### src/rtl/mlfe_pkg.sv
// Constants for the marker/length frame extractor.
// No dependencies; imported by the top level and its checker.
`default_nettype none

package mlfe_pkg;

  localparam int MAX_PAYLOAD    = 32;
  localparam int HEADER_BYTES   = 4;
  localparam int FRAME_OVERHEAD = 5;
  localparam int WINDOW_DEPTH   = MAX_PAYLOAD + HEADER_BYTES;
  localparam int SCAN_DEPTH     = WINDOW_DEPTH + 1;

  // circular byte store, power-of-two deep so pointers wrap for free
  localparam int PTR_W     = $clog2(SCAN_DEPTH);
  localparam int MEM_DEPTH = 1 << PTR_W;
  localparam int FILL_W    = $clog2(SCAN_DEPTH + 1);

  localparam int BYTE_W = 8;
  localparam int LEN_W  = 6;
  localparam int DATA_W = 32;
  localparam int ADDR_W = 3;

  // register index, taken from paddr[2]
  localparam logic REG_START_MARKER = 1'b0;
  localparam logic REG_END_MARKER   = 1'b1;

  localparam logic [BYTE_W-1:0] START_MARKER_RST = 8'h7E;
  localparam logic [BYTE_W-1:0] END_MARKER_RST   = 8'h21;

endpackage

`default_nettype wire

### src/rtl/marker_length_frame_extractor.sv
// Marker/length frame extractor: received bytes are held in a circular byte
// store and scanned for start marker, type, sender, length, payload, end marker.
// One byte request is taken at a time, only in idle; no new byte is taken
// until the scan that it starts has returned to idle. The scan reads the byte
// at the head and drops it while it is not the start marker, then reads type,
// sender and length, then checks the end marker; each result waits while the
// output stalls, and the scan goes back to idle once the store runs empty or
// holds an incomplete frame. The byte store has a single registered read
// port, so every byte examined is one read. A byte that only extends a
// pending frame still starts a scan from the head. A rescan after a bad frame
// drops its start byte and can release frames hidden behind it.
// No clearing pass after reset: only bytes already written are read.
// Depends on mlfe_pkg.
`default_nettype none

module marker_length_frame_extractor
  import mlfe_pkg::*;
(
  input  wire logic              clk,
  input  wire logic              rst,
  // configuration
  input  wire logic              psel,
  input  wire logic              penable,
  input  wire logic              pwrite,
  input  wire logic [ADDR_W-1:0] paddr,
  input  wire logic [DATA_W-1:0] pwdata,
  output      logic [DATA_W-1:0] prdata,
  output      logic              pready,
  // received bytes
  input  wire logic              in_valid,
  output      logic              in_ready,
  input  wire logic [BYTE_W-1:0] rx_byte,
  // extracted results
  output      logic              out_valid,
  input  wire logic              out_ready,
  output      logic [BYTE_W-1:0] frame_type,
  output      logic [BYTE_W-1:0] sender_id,
  output      logic [LEN_W-1:0]  payload_length,
  output      logic [BYTE_W-1:0] payload_byte,
  output      logic              payload_valid,
  output      logic              last_of_frame
);

  typedef enum logic [8:0] {
    ST_IDLE       = 9'b000000001,
    ST_SEEK_RD    = 9'b000000010,
    ST_SEEK_CHK   = 9'b000000100,
    ST_HDR_TYPE   = 9'b000001000,
    ST_HDR_SENDER = 9'b000010000,
    ST_HDR_LEN    = 9'b000100000,
    ST_END_CHK    = 9'b001000000,
    ST_EMIT       = 9'b010000000,
    ST_EMIT_LOAD  = 9'b100000000
  } state_t;

  state_t              state;
  logic [BYTE_W-1:0]   start_marker;
  logic [BYTE_W-1:0]   end_marker;
  logic [PTR_W-1:0]    head;
  logic [FILL_W-1:0]   fill;
  logic [BYTE_W-1:0]   type_q;
  logic [BYTE_W-1:0]   sender_q;
  logic [LEN_W-1:0]    len_q;
  logic [LEN_W-1:0]    idx;

  logic [BYTE_W-1:0]   mem [MEM_DEPTH];
  logic [BYTE_W-1:0]   rd_data;
  logic                rd_en;
  logic [PTR_W-1:0]    rd_addr;
  logic [PTR_W-1:0]    wr_addr;

  logic                cfg_wr;
  logic                in_acc;
  logic                out_free;
  logic [LEN_W-1:0]    cur_len;
  logic [FILL_W-1:0]   flen_rd;
  logic [FILL_W-1:0]   flen_q;
  logic                last_res;

  assign pready   = 1'b1;
  assign cfg_wr   = psel && penable && pwrite && pready;
  assign in_ready = (state == ST_IDLE);
  assign in_acc   = in_valid && in_ready;
  assign out_free = !out_valid || out_ready;
  assign wr_addr  = head + PTR_W'(fill);

  // length byte as returned by the store; meaningful only when within range
  assign cur_len  = rd_data[LEN_W-1:0];
  assign flen_rd  = FILL_W'(cur_len) + FILL_W'(FRAME_OVERHEAD);
  assign flen_q   = FILL_W'(len_q) + FILL_W'(FRAME_OVERHEAD);
  // an empty frame gives a single result
  assign last_res = ({1'b0, idx} + (LEN_W+1)'(1)) >= {1'b0, len_q};

  always_comb begin
    prdata = '0;
    case (paddr[2])
      REG_START_MARKER: prdata = DATA_W'(start_marker);
      REG_END_MARKER:   prdata = DATA_W'(end_marker);
      default:          prdata = '0;
    endcase
  end

  always_comb begin
    rd_en   = 1'b0;
    rd_addr = head;
    case (state)
      ST_SEEK_RD: begin
        rd_en   = (fill != '0);
        rd_addr = head;
      end
      ST_SEEK_CHK: begin
        // type byte is only needed once a full header is held
        rd_en   = (fill >= FILL_W'(HEADER_BYTES));
        rd_addr = head + PTR_W'(1);
      end
      ST_HDR_TYPE: begin
        rd_en   = 1'b1;
        rd_addr = head + PTR_W'(2);
      end
      ST_HDR_SENDER: begin
        rd_en   = 1'b1;
        rd_addr = head + PTR_W'(3);
      end
      ST_HDR_LEN: begin
        rd_en   = (rd_data <= BYTE_W'(MAX_PAYLOAD)) && (fill >= flen_rd);
        rd_addr = head + PTR_W'(cur_len) + PTR_W'(FRAME_OVERHEAD - 1);
      end
      ST_EMIT: begin
        rd_en   = out_free;
        rd_addr = head + PTR_W'(HEADER_BYTES) + PTR_W'(idx);
      end
      default: begin
        rd_en   = 1'b0;
        rd_addr = head;
      end
    endcase
  end

  // byte store: written only in idle, read only while scanning, so no overlap
  always_ff @(posedge clk) begin
    if (in_acc) begin
      mem[wr_addr] <= rx_byte;
    end
    if (rd_en) begin
      rd_data <= mem[rd_addr];
    end
  end

  always_ff @(posedge clk) begin
    if (rst) begin
      state        <= ST_IDLE;
      start_marker <= START_MARKER_RST;
      end_marker   <= END_MARKER_RST;
      head         <= '0;
      fill         <= '0;
      out_valid    <= 1'b0;
    end else begin
      if (cfg_wr) begin
        case (paddr[2])
          REG_START_MARKER: start_marker <= pwdata[BYTE_W-1:0];
          REG_END_MARKER:   end_marker   <= pwdata[BYTE_W-1:0];
          default:          ;
        endcase
      end

      if (out_valid && out_ready) begin
        out_valid <= 1'b0;
      end

      case (state)
        ST_IDLE: begin
          if (in_acc) begin
            fill  <= fill + FILL_W'(1);
            state <= ST_SEEK_RD;
          end
        end
        ST_SEEK_RD: begin
          state <= (fill == '0) ? ST_IDLE : ST_SEEK_CHK;
        end
        ST_SEEK_CHK: begin
          if (rd_data != start_marker) begin
            head  <= head + PTR_W'(1);
            fill  <= fill - FILL_W'(1);
            state <= ST_SEEK_RD;
          end else if (fill < FILL_W'(HEADER_BYTES)) begin
            state <= ST_IDLE;
          end else begin
            state <= ST_HDR_TYPE;
          end
        end
        ST_HDR_TYPE: begin
          type_q <= rd_data;
          state  <= ST_HDR_SENDER;
        end
        ST_HDR_SENDER: begin
          sender_q <= rd_data;
          state    <= ST_HDR_LEN;
        end
        ST_HDR_LEN: begin
          if (rd_data > BYTE_W'(MAX_PAYLOAD)) begin
            // oversize: drop the start byte and rescan
            head  <= head + PTR_W'(1);
            fill  <= fill - FILL_W'(1);
            state <= ST_SEEK_RD;
          end else if (fill < flen_rd) begin
            state <= ST_IDLE;
          end else begin
            len_q <= cur_len;
            state <= ST_END_CHK;
          end
        end
        ST_END_CHK: begin
          if (rd_data != end_marker) begin
            head  <= head + PTR_W'(1);
            fill  <= fill - FILL_W'(1);
            state <= ST_SEEK_RD;
          end else begin
            idx   <= '0;
            state <= ST_EMIT;
          end
        end
        ST_EMIT: begin
          if (out_free) begin
            state <= ST_EMIT_LOAD;
          end
        end
        ST_EMIT_LOAD: begin
          out_valid      <= 1'b1;
          frame_type     <= type_q;
          sender_id      <= sender_q;
          payload_length <= len_q;
          payload_valid  <= (len_q != '0);
          payload_byte   <= (len_q != '0) ? rd_data : '0;
          last_of_frame  <= last_res;
          if (last_res) begin
            head  <= head + PTR_W'(flen_q);
            fill  <= fill - flen_q;
            state <= ST_SEEK_RD;
          end else begin
            idx   <= idx + LEN_W'(1);
            state <= ST_EMIT;
          end
        end
        default: begin
          state <= ST_IDLE;
        end
      endcase
    end
  end

endmodule

`default_nettype wire

### config.mk
export PLATFORM = sky130hd
export DESIGN_NAME = marker_length_frame_extractor
export DESIGN_NICKNAME = d
export VERILOG_FILES = /design/src/rtl/mlfe_pkg.sv /design/src/rtl/marker_length_frame_extractor.sv
export SDC_FILE = /design/constraint.sdc
export NUM_CORES = 1
export LEC_CHECK = 0
export BUFFER_PORTS_ARGS = -buffer_cell sky130_fd_sc_hd__buf_2
export CORE_MARGIN = 2
export CORE_UTILIZATION = 55
export CTS_CLUSTER_DIAMETER = 150
export CTS_CLUSTER_SIZE = 30
export DETAILED_ROUTE_END_ITERATION = 6
export HOLD_SLACK_MARGIN = 0.12
export PLACE_DENSITY = 0.68
export SLEW_MARGIN = 10
export SYNTH_ARGS = -nofsm -noshare
export SYNTH_HDL_FRONTEND = slang
export SYNTH_SLANG_ARGS = --single-unit
### constraint.sdc
create_clock -name clk -period 8.7 [get_ports clk]
set_clock_uncertainty 0.05 [all_clocks]
set_input_delay 0.435 -clock clk [delete_from_list [all_inputs] [get_ports clk]]
set_output_delay 0.435 -clock clk [all_outputs]
set_load 0.02 [all_outputs]
# Yosys cells after proc, flatten, opt, wreduce, memory -nomap -nowiden
# Memory sizes are Yosys's and may differ from the RTL's. A register that Yosys moved wholly into a read port is not among the register bits.
# Cells that the tools add are included.
[classes]
n_addsub = 16
n_lt_le_gt_ge = 7
eq_ne = 19
muxes = 31
n_bitwise = 4
n_reduce_logical = 25
[ops]
columns = ["cell", "n"]
rows = [
  ["9-bit case mux with 9 select lines", 1],
  ["6-bit two-way mux", 11],
  ["32-bit case mux with 2 select lines", 1],
  ["6-bit case mux with 5 select lines", 2],
  ["6-bit by 3-bit adder with 6-bit output (second input constant)", 4],
  ["6-bit adder", 4],
  ["6-bit case mux with 4 select lines", 1],
  ["6-bit by 1-bit adder with 6-bit output (second input constant)", 3],
  ["9-bit two-way mux", 2],
  ["8-bit two-way mux", 2],
  ["8-bit inequality test", 2],
  ["7-bit two-way mux", 2],
  ["2-bit inequality test (second input constant)", 7],
  ["6-bit by 2-bit adder with 6-bit output (second input constant)", 2],
  ["6-bit case mux with 2 select lines", 1],
  ["2-bit AND reduction", 6],
  ["6-bit nonzero test", 2],
  ["9-bit by 1-bit equality test with 1-bit output (second input constant)", 1],
  ["9-bit by 2-bit equality test with 1-bit output (second input constant)", 1],
  ["9-bit by 3-bit equality test with 1-bit output (second input constant)", 1],
  ["9-bit by 4-bit equality test with 1-bit output (second input constant)", 1],
  ["9-bit by 5-bit equality test with 1-bit output (second input constant)", 1],
  ["9-bit by 6-bit equality test with 1-bit output (second input constant)", 1],
  ["9-bit by 7-bit equality test with 1-bit output (second input constant)", 1],
  ["29 further kinds", 42],
]
[word_totals]
reg_bits = 98
ram_bits = 512
inputBits = 50
output_inout_bits = 67
word_cells = 119
mem_count = 1
[memory_table]
columns = ["name", "depth", "word_bits", "rd", "rd_ports_with_merged_regs", "wr", "line_no", "text"]
rows = [
  ["mem", 64, 8, 1, 1, 1, "marker_length_frame_extractor.sv:66", "logic [BYTE_W-1:0] mem [MEM_DEPTH];"],
]

# Depth between registers and ports, before layout
[logic_depth]
depth_word = 5
mapped_depth = 17
mapped_depth_nobuf = 15

# Least setup slack after synthesis
# OpenSTA, ideal clock, no wires.
[synth_timing]
kind = "register to register"
from = "register head[1]"
to = "register rd_data[6] (read register of mem), data pin"
setup_time_ps = 272
arrival_time_ps = 3290
required_time_ps = 8378
slack_ps = 5089
path_stages_with_launch = 13
n_path_buf = 2
period_less_slack_ps = 3611
path_cell_list = "dfxtp_1 > ha_1 > ha_1 > fa_1 > nand3b_1 > a21oi_1 > a2111o_1 > buf_2 > buf_2 > mux4_2 > mux2i_1 > o21ai_0 > or4_1"
[synth_between]
elab_chain_len = 3
elab_cells_between_ends = 8
cone_classes = "add/sub: 7; mux: 1"
[synth_lines]
columns = ["item", "line_no", "text"]
rows = [
  ["start: declaration", "marker_length_frame_extractor.sv:59", "logic [PTR_W-1:0] head;"],
  ["start signal: assignment", "marker_length_frame_extractor.sv:182", "head <= head + PTR_W'(1);"],
  ["start signal: assignment", "marker_length_frame_extractor.sv:202", "head <= head + PTR_W'(1);"],
  ["start signal: assignment", "marker_length_frame_extractor.sv:214", "head <= head + PTR_W'(1);"],
  ["6-bit by 3-bit adder with 6-bit output or 6-bit adder (tied branches)", "marker_length_frame_extractor.sv:130, marker_length_frame_extractor.sv:126", ""],
  ["6-bit adder or 6-bit by 3-bit adder with 6-bit output (tied branches)", "marker_length_frame_extractor.sv:130, marker_length_frame_extractor.sv:126", ""],
  ["6-bit case mux with 5 select lines (*)", "marker_length_frame_extractor.sv:106", "case (state)"],
  ["end: declaration", "marker_length_frame_extractor.sv:67", "logic [BYTE_W-1:0] rd_data;"],
]
# Every way passes the cells marked *; elsewhere a longest branch is shown, timed or not.
# A chain may end at the register's enable or synchronous reset.

# Final worst setup path
[layout_timing]
from = "register head[2]"
to = "register rd_data[0] (read register of mem), data pin"
# The elaborated chain is that of the path after synthesis.

==> key figures <==
Outcome
  • Status: finished, final reports clean

Power
  • P_leak: 9.31 nW
  • Reg power frac: 0.661
  • Clock power share: 0.282
  • Sw Ratio: 0.216
  • Combinational power share: 0.057
  • Total power: 4.99 mW
  • Maximum VDD drop: 187 uV
  • PD cells: 177 mW/mm^2
  • Net load switching power: around 1.1 mW
  • Int Pwr: approximately 3.9 mW

Logic synthesis
  • Share of the synthesized area in the top cell type: 0.654
  • Synth Flop Type: edfxtp_1
  • Number of synthesized flops with an enable pin: 580
  • Synth top area cells: edfxtp_1, mux2i_1, dfxtp_1
  • Avg Inst Size Synth: 14.8 um^2
  • Synthesized instance count: 1,804
  • Most frequent cells after synthesis: edfxtp_1, mux2i_1, nor2_1, nand2_1, o22ai_1
  • Unique masters post-synth: 77
  • Post-synthesis sequential area ratio: 0.683
  • Syn. warnings: 0
  • Mapped Area: 0.0266 mm^2
  • Ys async rst share: 0
  • Seq cells post-synth: a little over 600
  • Most frequent cell after synthesis: edfxtp_1
  • Leading area contributor after synthesis: edfxtp_1

Placement
  • Dpl cells: 2,417
  • Placer Congestion: between 0.8 and 0.9
  • PortBufs: 65
  • Pre-CTS setup slack: 3.10 ns
  • Post-detail-place hpwl: 37,300 um

Final layout
  • FF+latch area: between 0.015 and 0.02 mm^2
  • Finished Core Util: 0.590
  • Synth-to-Final Area Change: 5.76%
  • Layout cells sized above 1: 0.0771
  • NumNets Final: 1,945
  • Post-Layout Cell Count: 2,469
  • Ant. Diodes: 0
  • Multi-input gate area: slightly below 0.008 mm^2
  • FILL cells: 3,664

Timing
  • Endpoints failing setup: 0
  • Fin. Hold Viols: 0
  • Fin crit period: 5.66 ns
  • Setup TNS: 0 ns
  • Slew Limit Fails: 0
  • Worst-Margin Slew: between 1 and 1.5 ns
  • RSZ-0062 raised after global routing: no
  • Final period util: 0.650
  • Fmax: 177 MHz
  • Setup WS post-layout: just over 3 ns
  • Slew HR: 0.202

Floorplanning
  • Full die area: about 0.05 mm^2
  • Starting Density: 0.558
  • Core Area: about 0.048 mm^2
  • Row cnt: 80
  • # IOs: 117
  • Die width: 224 um
  • Die Y: 224 um

Worst setup path
  • Worst R2R Setup Slack: 3.04 ns
  • Arr. time, crit path: 5.97 ns
  • Critical path data required time: ~9 ns
  • Crit Path Class: reg -> reg
  • CP endpoint kind: register
  • R2R depth: 13
  • Crit path max fanout: 44
  • Critical path startpoint category: register

Detailed routing
  • Wire per inst: approximately 24 um
  • Routed via count: 15,100
  • Routed Antenna Nets: 0
  • Violation count after the first detailed-route iteration: 1,485
  • First-pass iteration count of the detailed router: 5
  • DR vias/cell: 6.10
  • Drc violations: 0
  • Total Wirelength: between 50,000 and 60,000 um

Clocking
  • Total CTS buffers: 24
  • Num Clock Sinks: 618
  • Clk slew on worst S/H paths: 0.13 ns
  • Post-CTS Setup Repair Bufs: 0
  • Clock Tree Root: clkbuf_16
  • Clk_lat worst skew: 0.61 ns
  • H-tree depth: 1
  • CTS tree: done
  • Clk buf depth: 3

Global routing
  • Pin count of the biggest net entering global routing: 135
  • Vias in the first global route: roughly 15,000
  • Total track usage: 0.233
  • First-pass GRT wire length: 88,300 um
  • Gr ovfl total: 0
  • Initial antenna violation count: 0

Job
  • Max cap viols: 0

Min path
  • Hold Path Depth: 4
  • Hold Crit Class: in -> reg
[per-layer routing]
metal | track usage | routed length (um) | share of wire | vias to the layer above
li1 | - | - | - | 6931
met1 | 0.332 | 25100 | 0.43 | 7533
met2 | 0.373 | 27900 | 0.47 | 499
met3 | 0.0272 | 3710 | 0.063 | 89
met4 | 0.0877 | 2320 | 0.039 | 0
met5 | 0 | 0 | 0 | -
[power by group through the flow]
stage	sequential [mW]	combinational (mW)	clock, mW
floorplan	3.36	0.180	0
global placement	3.37	0.274	0
detailed placement	3.37	0.281	0
global route	3.30	0.313	1.52
finish	3.30	0.285	1.41
CTS	3.30	0.285	1.43
[cell type report]
type / instances / share of cell area
clock buffer: 43 / 0.0246
sequential: 618 / 0.645
tap: 615 / 0.0273
clock inverter: 1 / 0.000578
timing repair buffer: 90 / 0.0194
inverter: 33 / 0.00440
multi-input combinational: 1069 / 0.278
[kinds of logic (layout without fill, tap and decap cells)]
kind of cell    count (synthesis)  after routing  share of synthesized area
flops                         618            618                      0.683
simple gates                  398            398                     0.0723
compound gates                272            272                     0.0718
mux                           253            253                     0.0960
buf+inv                       140            167                     0.0274
xor+xnor                       62             62                     0.0204
fa+ha+maj                      59             59                     0.0291
other cells                     2             25                   0.000282
[stage by stage]
stage	instance area [um^2]	hold slack, ns
3_5_place_dp	27400	0.355
6_report	28200	0.165
4_1_cts	28200	0.137
5_1_grt	28200	0.217
3_3_place_gp	27400	0.353
2_1_floorplan	26700	0.350
[flip-flops by register name (all words and copies together) (netlist names)]
| register | flops |
|---|---|
| idx | 6 |
| out_valid | 1 |
| fill | 6 |
| payload_length | 6 |
| mem | 512 |
| rd_data | 8 |
| frame_type | 8 |
| state | 9 |
| last_of_frame | 1 |
| sender_q | 8 |
| end_marker | 8 |
| sender_id | 8 |
| type_q | 8 |
| start_marker | 8 |
| head | 6 |
| payload_byte | 8 |
| payload_valid | 1 |
| len_q | 6 |
[path summary, 6_finish.rpt]
| kind | start | to |
|---|---|---|
| setup / recovery | head[2] | rd_data[0] |
| hold / removal | in_valid | state[0] |
| setup reg to reg | head[2] | rd_data[0] |
| hold reg to reg | sender_q[3] | sender_id[3] |
[placed cells by master (no fill, tap or decap), types with 10 or more instances in the layout]
cell       netlist  final
a21o_1          15     15
a21oi_1         42     41
a32oi_1         21     21
and2_1          10     10
buf_2           25     65
buf_4           40     16
clkbuf_1        34     18
clkbuf_16        0     25
conb_1           2     25
dfxtp_1         38     38
edfxtp_1       580    580
ha_1            54     54
inv_1           33     33
mux2i_1        243    243
nand2_1        118    118
nand2b_1        11     11
nand3_1         19     19
nor2_1         129    128
nor3_1          32     32
o21ai_0         25     24
o22ai_1         77     77
o32ai_1         15     15
xnor2_1         49     49
xor2_1          13     13
[what timing repair did]
action	in CTS	in global routing
hold endpoints to repair	16	0
resized for setup	0	0
hold buffers	8	0
[critical path, stage by stage, from the launching register on]
cell	delay [ns]
dfxtp_1	0.78
inv_1	0.25
ha_1	0.34
inv_1	0.06
fa_1	0.51
nand3b_1	0.09
a21oi_1	0.32
a2111o_2	0.16
buf_4	0.55
nand3_1	0.96
o22a_1	0.52
o221ai_1	0.14
o32ai_1	0.25
o31ai_1	0.41
(Power assumes the default switching activity.)
